==> src/design/escape_time_fractal_iteration_defines.svh <==
// assertion macros for the escape-time fractal iteration block
// no dependencies; included by the modules that carry assertions
`ifndef ESCAPE_TIME_FRACTAL_ITERATION_DEFINES_SVH
`define ESCAPE_TIME_FRACTAL_ITERATION_DEFINES_SVH

`ifndef SYNTHESIS

// same-cycle implication
`define ETF_ASSERT_IMPLIES(label, clk, rst, pre, post) \
   label: assert property (@(posedge clk) disable iff (rst) (pre) |-> (post)) \
      else $error("etf assertion failed");

// next-cycle implication
`define ETF_ASSERT_NEXT(label, clk, rst, pre, post) \
   label: assert property (@(posedge clk) disable iff (rst) (pre) |=> (post)) \
      else $error("etf assertion failed");

`else

`define ETF_ASSERT_IMPLIES(label, clk, rst, pre, post)
`define ETF_ASSERT_NEXT(label, clk, rst, pre, post)

`endif

`endif

==> src/design/etf_pkg.sv <==
// types, constants and saturating helpers for the escape-time fractal block
// no dependencies
`timescale 1ns / 1ps

package etf_pkg;

   localparam int COORD_WIDTH = 32;
   localparam int FRAC_BITS   = 28;
   localparam int CNT_WIDTH   = 16;
   localparam int MODE_WIDTH  = 2;
   localparam int CSR_IDX_WIDTH = 2;

   localparam logic signed [COORD_WIDTH-1:0] COORD_MAX = {1'b0, {(COORD_WIDTH-1){1'b1}}};
   localparam logic signed [COORD_WIDTH-1:0] COORD_MIN = {1'b1, {(COORD_WIDTH-1){1'b0}}};
   localparam logic signed [COORD_WIDTH-1:0] FOUR =
      (FRAC_BITS + 2 < COORD_WIDTH - 1) ? (COORD_WIDTH'(4) << FRAC_BITS) : COORD_MAX;

   localparam logic [MODE_WIDTH-1:0] MODE_MANDEL = 2'd0;
   localparam logic [MODE_WIDTH-1:0] MODE_JULIA  = 2'd1;
   localparam logic [MODE_WIDTH-1:0] MODE_SHIP   = 2'd2;

   localparam logic [CSR_IDX_WIDTH-1:0] REG_MODE     = 2'd0;
   localparam logic [CSR_IDX_WIDTH-1:0] REG_MAX_ITER = 2'd1;
   localparam logic [CSR_IDX_WIDTH-1:0] REG_JULIA_RE = 2'd2;
   localparam logic [CSR_IDX_WIDTH-1:0] REG_JULIA_IM = 2'd3;

   localparam logic [CNT_WIDTH-1:0] MAX_ITER_RESET = 16'd256;

   typedef struct packed {
      logic signed [COORD_WIDTH-1:0] point_real;
      logic signed [COORD_WIDTH-1:0] point_imag;
   } req_payload_type;

   typedef struct packed {
      logic [CNT_WIDTH-1:0] iteration_count;
      logic                 inside_res;
   } rsp_payload_type;

   typedef enum logic [2:0] {
      ST_IDLE,
      ST_MUL_RR,
      ST_MUL_II,
      ST_MUL_RI,
      ST_UPDATE,
      ST_CHECK,
      ST_DONE
   } etf_state_type;

   function automatic logic signed [COORD_WIDTH-1:0] sat_add(
      input logic signed [COORD_WIDTH-1:0] a,
      input logic signed [COORD_WIDTH-1:0] b);
      logic signed [COORD_WIDTH:0] s;
      s = {a[COORD_WIDTH-1], a} + {b[COORD_WIDTH-1], b};
      if (s[COORD_WIDTH] != s[COORD_WIDTH-1]) begin
         return s[COORD_WIDTH] ? COORD_MIN : COORD_MAX;
      end
      return s[COORD_WIDTH-1:0];
   endfunction

   function automatic logic signed [COORD_WIDTH-1:0] sat_sub(
      input logic signed [COORD_WIDTH-1:0] a,
      input logic signed [COORD_WIDTH-1:0] b);
      logic signed [COORD_WIDTH:0] s;
      s = {a[COORD_WIDTH-1], a} - {b[COORD_WIDTH-1], b};
      if (s[COORD_WIDTH] != s[COORD_WIDTH-1]) begin
         return s[COORD_WIDTH] ? COORD_MIN : COORD_MAX;
      end
      return s[COORD_WIDTH-1:0];
   endfunction

   function automatic logic signed [COORD_WIDTH-1:0] sat_abs(
      input logic signed [COORD_WIDTH-1:0] a);
      if (!a[COORD_WIDTH-1]) begin
         return a;
      end
      if (a == COORD_MIN) begin
         return COORD_MAX;
      end
      return -a;
   endfunction

endpackage

==> src/design/escape_time_fractal_iteration.sv <==
// Escape-time fractal iteration (Mandelbrot, Julia, Burning Ship) in Q3.28
// fixed point. One point is taken at a time; one shared 32x32 multiplier
// forms re*re, im*im and re*im on successive cycles; Burning Ship mode adds
// an escape compare state to each iteration. The default limit is 256, and
// the next point can be taken in the same cycle as the result appears. The
// result sits in an output register, so a new point is taken while the
// previous result waits to be transferred.
// Depends on etf_pkg and escape_time_fractal_iteration_defines.svh.
`timescale 1ns / 1ps
`include "escape_time_fractal_iteration_defines.svh"

module escape_time_fractal_iteration (
   input  logic                                    clock,
   input  logic                                    reset,
   input  logic                                    req_valid,
   output logic                                    req_stall,
   input  etf_pkg::req_payload_type                req_payload,
   output logic                                    rsp_valid,
   input  logic                                    rsp_stall,
   output etf_pkg::rsp_payload_type                rsp_payload,
   input  logic                                    csr_write,
   input  logic [etf_pkg::CSR_IDX_WIDTH-1:0]       csr_index,
   input  logic [etf_pkg::COORD_WIDTH-1:0]         csr_wdata
);

   localparam int W     = etf_pkg::COORD_WIDTH;
   localparam int F     = etf_pkg::FRAC_BITS;
   localparam int MAG_W = 2 * W - F;
   localparam logic [MAG_W-1:0] MAG_LIM = {{(MAG_W-1){1'b0}}, 1'b1} << (W - 1);

   // configuration
   logic [etf_pkg::MODE_WIDTH-1:0] mode_ff;
   logic [etf_pkg::CNT_WIDTH-1:0]  max_iter_ff;
   logic signed [W-1:0]            julia_re_ff;
   logic signed [W-1:0]            julia_im_ff;

   // iteration state
   etf_pkg::etf_state_type state_ff, state_in;
   logic signed [W-1:0] zr_ff, zr_in;
   logic signed [W-1:0] zi_ff, zi_in;
   logic signed [W-1:0] cr_ff, cr_in;
   logic signed [W-1:0] ci_ff, ci_in;
   logic                ship_ff, ship_in;
   logic [etf_pkg::CNT_WIDTH-1:0] iter_ff, iter_in;
   logic signed [W-1:0] rr_ff, rr_in;
   logic signed [W-1:0] ii_ff, ii_in;
   logic signed [W-1:0] ri_ff, ri_in;
   logic [etf_pkg::CNT_WIDTH-1:0] res_count_ff, res_count_in;
   logic                res_inside_ff, res_inside_in;
   logic                rsp_valid_ff, rsp_valid_in;
   etf_pkg::rsp_payload_type rsp_payload_ff, rsp_payload_in;

   // shared multiplier
   logic signed [W-1:0] za, zb, op_a, op_b, mul_res;
   logic [W-1:0]        mag_a, mag_b;
   logic [2*W-1:0]      prod;
   logic [MAG_W-1:0]    mag;
   logic                neg;

   logic                req_xfer, slot_free, at_limit, escaped;
   logic signed [W-1:0] mag_sum, new_re, new_im;

   always_ff @(posedge clock) begin
      if (reset) begin
         mode_ff     <= etf_pkg::MODE_MANDEL;
         max_iter_ff <= etf_pkg::MAX_ITER_RESET;
         julia_re_ff <= '0;
         julia_im_ff <= '0;
      end else if (csr_write) begin
         unique case (csr_index)
            etf_pkg::REG_MODE:     mode_ff     <= csr_wdata[etf_pkg::MODE_WIDTH-1:0];
            etf_pkg::REG_MAX_ITER: max_iter_ff <= csr_wdata[etf_pkg::CNT_WIDTH-1:0];
            etf_pkg::REG_JULIA_RE: julia_re_ff <= csr_wdata;
            etf_pkg::REG_JULIA_IM: julia_im_ff <= csr_wdata;
            default: ;
         endcase
      end
   end

   always_comb begin
      za = ship_ff ? etf_pkg::sat_abs(zr_ff) : zr_ff;
      zb = ship_ff ? etf_pkg::sat_abs(zi_ff) : zi_ff;
      case (state_ff)
         etf_pkg::ST_MUL_RR: begin
            op_a = za;
            op_b = za;
         end
         etf_pkg::ST_MUL_II: begin
            op_a = zb;
            op_b = zb;
         end
         default: begin
            op_a = za;
            op_b = zb;
         end
      endcase
      neg   = op_a[W-1] ^ op_b[W-1];
      mag_a = op_a[W-1] ? W'(-op_a) : W'(op_a);
      mag_b = op_b[W-1] ? W'(-op_b) : W'(op_b);
      prod  = mag_a * mag_b;
      mag   = prod[2*W-1:F];
      if (!neg) begin
         mul_res = (mag >= MAG_LIM) ? etf_pkg::COORD_MAX : mag[W-1:0];
      end else begin
         mul_res = (mag > MAG_LIM) ? etf_pkg::COORD_MIN : -mag[W-1:0];
      end
   end

   assign mag_sum = etf_pkg::sat_add(rr_ff, ii_ff);
   assign new_re  = etf_pkg::sat_add(etf_pkg::sat_sub(rr_ff, ii_ff), cr_ff);
   assign new_im  = etf_pkg::sat_add(etf_pkg::sat_add(ri_ff, ri_ff), ci_ff);
   assign at_limit = (iter_ff == max_iter_ff);
   assign escaped  = (zr_ff > etf_pkg::FOUR) || (zi_ff > etf_pkg::FOUR);
   assign slot_free = !rsp_valid_ff || !rsp_stall;
   assign req_xfer  = req_valid && !req_stall;

   always_ff @(posedge clock) begin
      if (reset) begin
         state_ff     <= etf_pkg::ST_IDLE;
         rsp_valid_ff <= 1'b0;
      end else begin
         state_ff     <= state_in;
         rsp_valid_ff <= rsp_valid_in;
      end
   end

   always_ff @(posedge clock) begin
      zr_ff          <= zr_in;
      zi_ff          <= zi_in;
      cr_ff          <= cr_in;
      ci_ff          <= ci_in;
      ship_ff        <= ship_in;
      iter_ff        <= iter_in;
      rr_ff          <= rr_in;
      ii_ff          <= ii_in;
      ri_ff          <= ri_in;
      res_count_ff   <= res_count_in;
      res_inside_ff  <= res_inside_in;
      rsp_payload_ff <= rsp_payload_in;
   end

   always_comb begin
      state_in       = state_ff;
      zr_in          = zr_ff;
      zi_in          = zi_ff;
      cr_in          = cr_ff;
      ci_in          = ci_ff;
      ship_in        = ship_ff;
      iter_in        = iter_ff;
      rr_in          = rr_ff;
      ii_in          = ii_ff;
      ri_in          = ri_ff;
      res_count_in   = res_count_ff;
      res_inside_in  = res_inside_ff;
      rsp_valid_in   = rsp_valid_ff && rsp_stall;
      rsp_payload_in = rsp_payload_ff;
      req_stall      = (state_ff != etf_pkg::ST_IDLE);

      unique case (state_ff)
         etf_pkg::ST_IDLE: begin
            if (req_valid) begin
               ship_in = (mode_ff == etf_pkg::MODE_SHIP);
               iter_in = '0;
               if (mode_ff == etf_pkg::MODE_JULIA) begin
                  zr_in = req_payload.point_real;
                  zi_in = req_payload.point_imag;
                  cr_in = julia_re_ff;
                  ci_in = julia_im_ff;
               end else begin
                  zr_in = '0;
                  zi_in = '0;
                  cr_in = req_payload.point_real;
                  ci_in = req_payload.point_imag;
               end
               state_in = etf_pkg::ST_MUL_RR;
            end
         end
         etf_pkg::ST_MUL_RR: begin
            rr_in    = mul_res;
            state_in = etf_pkg::ST_MUL_II;
         end
         etf_pkg::ST_MUL_II: begin
            ii_in    = mul_res;
            state_in = etf_pkg::ST_MUL_RI;
         end
         etf_pkg::ST_MUL_RI: begin
            ri_in    = mul_res;
            state_in = etf_pkg::ST_UPDATE;
         end
         etf_pkg::ST_UPDATE: begin
            if (at_limit) begin
               res_count_in  = iter_ff;
               res_inside_in = 1'b1;
               state_in      = etf_pkg::ST_DONE;
            end else if (!ship_ff && (mag_sum > etf_pkg::FOUR)) begin
               res_count_in  = iter_ff;
               res_inside_in = 1'b0;
               state_in      = etf_pkg::ST_DONE;
            end else begin
               zr_in = new_re;
               zi_in = new_im;
               if (ship_ff) begin
                  state_in = etf_pkg::ST_CHECK;
               end else begin
                  iter_in  = iter_ff + 1'b1;
                  state_in = etf_pkg::ST_MUL_RR;
               end
            end
         end
         etf_pkg::ST_CHECK: begin
            if (escaped) begin
               res_count_in  = iter_ff;
               res_inside_in = 1'b0;
               state_in      = etf_pkg::ST_DONE;
            end else begin
               iter_in  = iter_ff + 1'b1;
               state_in = etf_pkg::ST_MUL_RR;
            end
         end
         etf_pkg::ST_DONE: begin
            if (slot_free) begin
               rsp_valid_in                   = 1'b1;
               rsp_payload_in.iteration_count = res_count_ff;
               rsp_payload_in.inside_res      = res_inside_ff;
               state_in                       = etf_pkg::ST_IDLE;
            end
         end
         default: state_in = etf_pkg::ST_IDLE;
      endcase
   end

   assign rsp_valid   = rsp_valid_ff;
   assign rsp_payload = rsp_payload_ff;

   `ETF_ASSERT_NEXT(a_start_mul, clock, reset, req_xfer, state_ff == etf_pkg::ST_MUL_RR)
   `ETF_ASSERT_IMPLIES(a_iter_bound, clock, reset, state_ff != etf_pkg::ST_IDLE, iter_ff <= max_iter_ff)
   `ETF_ASSERT_IMPLIES(a_inside_count, clock, reset, rsp_valid_ff && rsp_payload_ff.inside_res, rsp_payload_ff.iteration_count == max_iter_ff)
   `ETF_ASSERT_NEXT(a_done_hold, clock, reset, (state_ff == etf_pkg::ST_DONE) && !slot_free, state_ff == etf_pkg::ST_DONE)

endmodule

==> config.mk <==
export PLATFORM = sky130hd
export DESIGN_NAME = escape_time_fractal_iteration
export DESIGN_NICKNAME = d
export VERILOG_FILES = /design/src/design/etf_pkg.sv /design/src/design/escape_time_fractal_iteration.sv
export VERILOG_INCLUDE_DIRS = /design/src /design/src/design
export SDC_FILE = /design/constraint.sdc
export NUM_CORES = 2
export LEC_CHECK = 0
export ABC_AREA = 0
export BUFFER_PORTS_ARGS = -buffer_cell sky130_fd_sc_hd__buf_2
export CORE_MARGIN = 3
export CORE_UTILIZATION = 50
export CTS_CLUSTER_SIZE = 12
export DETAILED_ROUTE_END_ITERATION = 10
export MAX_ROUTING_LAYER = met4
export PLACE_DENSITY = 0.66
export SKIP_CTS_REPAIR_TIMING = 1
export SYNTH_ARGS = -nofsm -noshare
export SYNTH_HDL_FRONTEND = slang
export SYNTH_SLANG_ARGS = --single-unit
==> constraint.sdc <==
create_clock -name clock -period 25.3 [get_ports clock]
set_clock_uncertainty 0.2 [all_clocks]
set_input_delay 1.265 -clock clock [delete_from_list [all_inputs] [get_ports clock]]
set_output_delay 1.265 -clock clock [all_outputs]
set_load 0.02 [all_outputs]
# --- Word-level counts from Yosys, hierarchy flattened ---
# Cells that the tools add are included.
totals:
  ff_bits: 361
  elab_cells: 163
  inputBits: 103
op_classes:
  n_mul: 1
  reduce_logical: 23
  magnitude_cmp: 5
  bitwise_logic: 1
  eq_ne: 27
  addsub: 11
  n_mux: 76
ops:
  columns: ["cell", "n"]
  rows:
  - ["2-to-1 mux 32 bit", 42]
  - ["negator 32 bit", 5]
  - ["adder 32 x 32 -> 33 bit", 4]
  - ["2-to-1 mux 16 bit", 8]
  - ["case mux 32 bit (2 select lines)", 2]
  - ["> comparator 32 bit, second input constant", 3]
  - ["== test 32 bit, second input constant", 2]
  - ["multiplier 32 x 32 -> 64 bit", 1]
  - ["case mux 16 bit (3 select lines)", 1]
  - [">= comparator 36 x 32 -> 1 bit, second input constant", 1]
  - ["> comparator 36 x 32 -> 1 bit, second input constant", 1]
  - ["subtractor 32 x 32 -> 33 bit", 1]
  - ["case mux 16 bit (2 select lines)", 1]
  - ["case mux 3 bit (7 select lines)", 1]
  - ["2-to-1 mux 3 bit", 6]
  - ["adder 16 x 1 -> 16 bit, second input constant", 1]
  - ["== test 16 bit", 1]
  - ["2-to-1 mux 1 bit", 14]
  - ["!= test 2 bit, second input constant", 7]
  - ["AND reduction 2 bit", 7]
  - ["== test 3 bit, second input constant", 3]
  - ["== test 2 bit, second input constant", 3]
  - ["== test 3 x 2 -> 1 bit, second input constant", 2]
  - ["AND reduction 6 bit", 1]
  - ["15 further kinds", 26]

# --- Logic depth before layout (Yosys ltp) ---
depth:
  depth_word: 13
  depth_mapped: 53
  depth_no_buf: 48

# --- Worst setup path after synthesis ---
# OpenSTA, ideal clock, no wires.
synth_path:
  path_kind: "register to register"
  start: "register zi_ff[12]"
  end: "register ii_ff[17], data pin"
  stages_incl_launch_ff: 47
  slack_ns: 12.700
  n_path_buf: 7
  period_less_slack_ns: 12.600
  arrival_time_ns: 12.192
  setup_time_ns: 0.208
  path_cell_list: "edfxtp_1 > or4_1 > buf_2 > nor4_2 > nand4_2 > or2_2 > clkbuf_1 > clkbuf_1 > nand3_1 > o21ai_0 > and3_1 > nand3_1 > nor2_1 > and2_0 > or2_2 > xor2_1 > clkbuf_1 > nand2_1 > (+11 left out) > ha_1 > clkbuf_1 > a21oi_1 > o21ai_0 > a31oi_1 > o21ai_0 > a221o_1 > a22o_1 > a21oi_1 > a21oi_1 > or4_1 > o2111ai_1 > and3b_1 > clkbuf_1 > nand2_1 > clkbuf_1 > a21oi_1 > a311oi_1"
synth_via:
  elab_chain_cells: 13
  word_cells_on_any_way: 23
  cone_classes: "add/sub: 4; mul: 1; order compare: 2; eq/ne: 1; mux: 14; bitwise: 1"
synth_rtl:
  columns: ["item", "line", "source"]
  rows:
  - ["start, declared", "escape_time_fractal_iteration.sv:40", "logic signed [W-1:0] zi_ff, zi_in;"]
  - ["start signal, assigned", "escape_time_fractal_iteration.sv:129", "zi_ff <= zi_in;"]
  - ["parallel branches: the longest is 5 deep, another holds negator 32 bit", null, null]
  - ["2-to-1 mux 32 bit *", "escape_time_fractal_iteration.sv:82", "zb = ship_ff ? etf_pkg::sat_abs(zi_ff) : zi_ff;"]
  - ["2-to-1 mux 32 bit", "escape_time_fractal_iteration.sv:83", "case (state_ff)"]
  - ["negator 32 bit (on tied branches)", "escape_time_fractal_iteration.sv:98, escape_time_fractal_iteration.sv:99", null]
  - ["2-to-1 mux 32 bit (on tied branches)", "escape_time_fractal_iteration.sv:98, escape_time_fractal_iteration.sv:99", null]
  - ["multiplier 32 x 32 -> 64 bit", "escape_time_fractal_iteration.sv:100", "prod = mag_a * mag_b;"]
  - ["negator 32 bit, or another cell as far along", "escape_time_fractal_iteration.sv:105", "mul_res = (mag > MAG_LIM) ? etf_pkg::COORD_MIN : -mag[W-1:0];"]
  - ["2-to-1 mux 32 bit (on tied branches)", "escape_time_fractal_iteration.sv:105, escape_time_fractal_iteration.sv:103", null]
  - ["2-to-1 mux 32 bit *", "escape_time_fractal_iteration.sv:102", "if (!neg) begin"]
  - ["net mul_res[17]", "escape_time_fractal_iteration.sv:54", "logic signed [W-1:0] za, zb, op_a, op_b, mul_res;"]
  - ["end signal, assigned", "escape_time_fractal_iteration.sv:135", "ii_ff <= ii_in;"]
  - ["end, declared", "escape_time_fractal_iteration.sv:46", "logic signed [W-1:0] ii_ff, ii_in;"]
# Mark *: on every way through the listed nets, which the timed path passes. The select of a mux whose other input is x is not followed.
# A chain may end at the register's enable or synchronous reset.

# --- Worst setup path after layout ---
layout_path:
  start: "register zi_ff[0]"
  end: "register ii_ff[8], data pin"
# The elaborated chain is that of the path after synthesis.

==> results.md <==
Critical path:
- The largest single stage delay on the critical path is between 0.9 and 1 ns.
- STA classifies the critical path endpoint as a flip-flop.
- The startpoint identified for the worst register-to-register timing path is zi_ff[0].
- The cell at the slowest stage of the critical path is sky130_fd_sc_hd__xnor2_2.
- The maximum fanout encountered on the critical timing path is 18.
- The timing startpoint of the critical path is zi_ff[0].
- At the worst endpoint, the arrival time is 16.38 ns.
- The critical path data required time is ~25 ns.
- STA classifies the critical path startpoint as a flip-flop.
- The critical path is of the reg2reg type.
- The cell that appears most often on the critical path is sky130_fd_sc_hd__fa_1.

Logic synthesis:
- Of the total synthesized cell area, the portion taken by XOR and XNOR cells is 0.0479.
- The dominant combinational cell family by area after synthesis is adder cells.
- The number of flops mapped to enable cells by yosys is ~280.
- The synthesized area is between 50000 and 60000 um^2.
- The synthesized area per cell is around 8.6 um^2.
- The mux cell area share after synthesis is 0.00279.
- The synthesized net count is approximately 8000.
- Of all flip-flops after synthesis, the portion carrying an async set or reset was 0.
- The complex-gate fraction of the synthesized area is 0.111.
- Synthesis handed over a netlist of ~6800 instances.
- The warning count from the yosys run is 0.
- Synthesis instantiated about 100 different standard cells from the library.
- In this run, synthesis produced a sequential element count of approximately 360.
- The share of synthesized area occupied by flip-flops and latches is 0.173.
- The predominant post-synthesis flop cell is sky130_fd_sc_hd__edfxtp_1.
- Of the total synthesized cell area, the portion taken by full adders, half adders and majority gates is 0.398.
- The post-synthesis simple-gate area fraction is 0.181.

Clocking:
- After clock tree synthesis, the clock-pin slew on the worst setup and hold paths is 0.06 ns.
- The insertion delay to the later sink of the worst-skew pair is 0.56 ns.
- The longest clock path from root to sink contains 3 buffers.
- TritonCTS built the clock tree.
- The H-tree was split into 2 levels.
- The cell sitting at the root of the clock tree is a sky130_fd_sc_hd__clkbuf_16.
- The clock net sink count is roughly 360.
- The number of buffers created by CTS is 38.

Routing:
- The average wire per cell in the routed design is roughly 24 um.
- The post-detailed-routing wire length is between 150000 and 200000 um.
- The first detailed-routing pass took 6 iterations.
- After the first detailed-routing iteration, the DRC count stood at 4684.
- The detailed router placed between 40000 and 50000 vias in this run.
- The residual antenna-violating net count after detailed routing is 0.
- The number of design rule violations left after detail routing is 0.
- After detailed routing, the number of vias per cell comes to between 5 and 6.

Hold path:
- The startpoint identified for the worst hold timing path is res_count_ff[0].
- In this run the worst hold path is classified as reg2reg.

Global route:
- The number of global-route vias before repair was 48900.
- After global routing the overflow that remains totals 0.
- The first global-routing pass estimated ~300000 um of wire.
- The pin count of the biggest net entering global routing is between 80 and 90.
- The number of antenna violations at the first check in global routing was 11.
- Across every metal layer, demand over resource in global routing totals 0.340.

Final layout:
- The number of fill cells in the layout is around 11000.
- The library cells used most frequently in the layout, excluding fill and tap cells, are 1136 x sky130_fd_sc_hd__nand2_1, 1007 x sky130_fd_sc_hd__inv_1, 899 x sky130_fd_sc_hd__fa_1, 738 x sky130_fd_sc_hd__nor2_1, 397 x sky130_fd_sc_hd__ha_1.
- The synthesis-to-finish area growth is 7.33%.
- In the final design database the tool counted just over 8000 nets.
- In the final layout, the share of cells above drive strength 1 is 0.0678.
- Leaving out fill and tap cells, the most frequent cell in the layout is sky130_fd_sc_hd__nand2_1.

Floorplan:
- The chip height is 346 um.
- The number of placed I/O pins is between 100 and 150.
- After floorplanning, the core was divided into around 120 placement rows.
- The core outline area is around 110000 um^2.
- The die footprint is roughly 120000 um^2.
- The floorplan step set the die width to about 350 um.
- The initial utilization of the core area, before any placement, comes to 0.505.

STA:
- The count of pins over their slew limit is 0.
- The final critical-path share of the clock period is 0.643.
- The final number of hold-violating endpoints was 0.
- The final total negative setup slack is 0 ns.
- Setup repair after global routing left no endpoint under its margin.
- For the pin with the worst max-slew slack, the measured transition is between 1 and 1.5 ns.
- The post-layout minimum cycle time is ~16 ns.
- The maximum clock rate is 0.0615 GHz.
- The relative slew slack is 0.165.
- Setup violations remaining at the end of the flow were counted as 0.

Run:
- The tool flagged a number of max-cap violations equal to 0.

Status:
- The run finished with clean final reports.

Place:
- The detailed placement HPWL is 158000 um.
- The total of buffers placed on input and output ports is ~120.
- The final weighted congestion in routability-driven placement is 1.00.
metal layers:
| metal | vias to the layer above | track usage | wire length (um) |
|---|---|---|---|
| met2 | 2169 | 0.548 | 92700 |
| met4 | 0 | 0.139 | 10000 |
| met1 | 24100 | 0.443 | 79800 |
| met3 | 396 | 0.0351 | 15200 |
| met5 | - | - | 0 |
| li1 | 21500 | - | - |
path summary, 6_finish.rpt:
path / endpoint / slack (ns) / cells after the start
worst max-delay path: ii_ff[8] / 9.04 / 46
worst min-delay path: rsp_payload[1] / 0.21 / 0
worst max register to register: ii_ff[8] / 9.04 / 46
worst min register to register: rsp_payload[1] / 0.21 / 0
state kept, by name, indices dropped and copies added, names as in the netlist, 3 cells and up:
name	cells
ci_ff	32
cr_ff	32
ii_ff	32
julia_im_ff	32
julia_re_ff	32
ri_ff	32
rr_ff	32
zi_ff	32
zr_ff	32
rsp_payload	17
iter_ff	16
max_iter_ff	16
res_count_ff	16
state_ff	3
worst max-delay path, delay by kind of cell (launching register included):
| family | cells | cell delay, ns |
|---|---|---|
| fa+ha+maj | 10 | 4.79 |
| compound gates | 13 | 4.08 |
| simple gates | 13 | 3.69 |
| buf+inv | 8 | 1.36 |
| xor+xnor | 2 | 1.32 |
| flops | 1 | 0.52 |
per-stage QoR:
| stage | hold slack, ns | area (um^2) | setup slack, ns | utilization | std cells |
|---|---|---|---|---|---|
| after floorplan | 0.200 | 57800 | 12.70 | - | 6759 |
| after global placement | 0.205 | 60800 | 9.43 | 0.531 | 8213 |
| after detailed placement | 0.206 | 60800 | 9.28 | 0.531 | 8213 |
| after CTS | 0.216 | 62000 | 9.31 | 0.542 | 8278 |
| after global routing | 0.219 | 62000 | 8.22 | 0.542 | 8284 |
| final | 0.213 | 62000 | 9.04 | 0.542 | 8286 |
logic make-up (layout without fill, tap and decap cells):
group | count (synthesis) | in the layout
mux | 16 | 16
flops | 361 | 361
fa+ha+maj | 1299 | 1299
compound gates | 1016 | 1016
simple gates | 2420 | 2420
xor+xnor | 316 | 316
buf+inv | 1331 | 1338
other cells | 0 | 8
cell usage after synthesis, drive strengths merged, types with 20 or more instances:
library cell / n / area (um^2)
nand2: 1136 / 4260
inv: 1009 / 3790
fa: 899 / 18000
nor2: 744 / 2800
ha: 397 / 4970
a21oi: 329 / 1650
clkbuf: 300 / 1130
edfxtp: 275 / 8260
o21ai: 236 / 1180
xnor2: 189 / 1660
a21o: 134 / 1010
xor2: 127 / 1110
nand3: 106 / 531
dfxtp: 86 / 1720
nor3: 83 / 445
and2: 58 / 363
nand4: 42 / 269
a31oi: 41 / 263
nor2b: 39 / 244
nor4: 37 / 278
o21bai: 35 / 263
and3: 34 / 213
nand2b: 33 / 206
o21a: 28 / 210
o31ai: 27 / 208
or3: 25 / 156
or2: 21 / 131
a211oi: 20 / 170
buf: 20 / 91.3
o22ai: 20 / 125
cell type report:
cell class | count | area, um^2 | share of cell area
Inverter | 1011 | 3790 | 0.0612
Multi-Input combinational cell | 5067 | 43500 | 0.701
Clock buffer | 54 | 1060 | 0.0171
Sequential cell | 361 | 9980 | 0.161
Tap cell | 1512 | 1890 | 0.0305
Antenna cell | 8 | 20.0 | 0.000323
Timing Repair Buffer | 262 | 1660 | 0.0268
Clock inverter | 11 | 143 | 0.00230
Power is not shown: default switching activity piles up to over one toggle a cycle in this logic, so the estimate is an artifact.
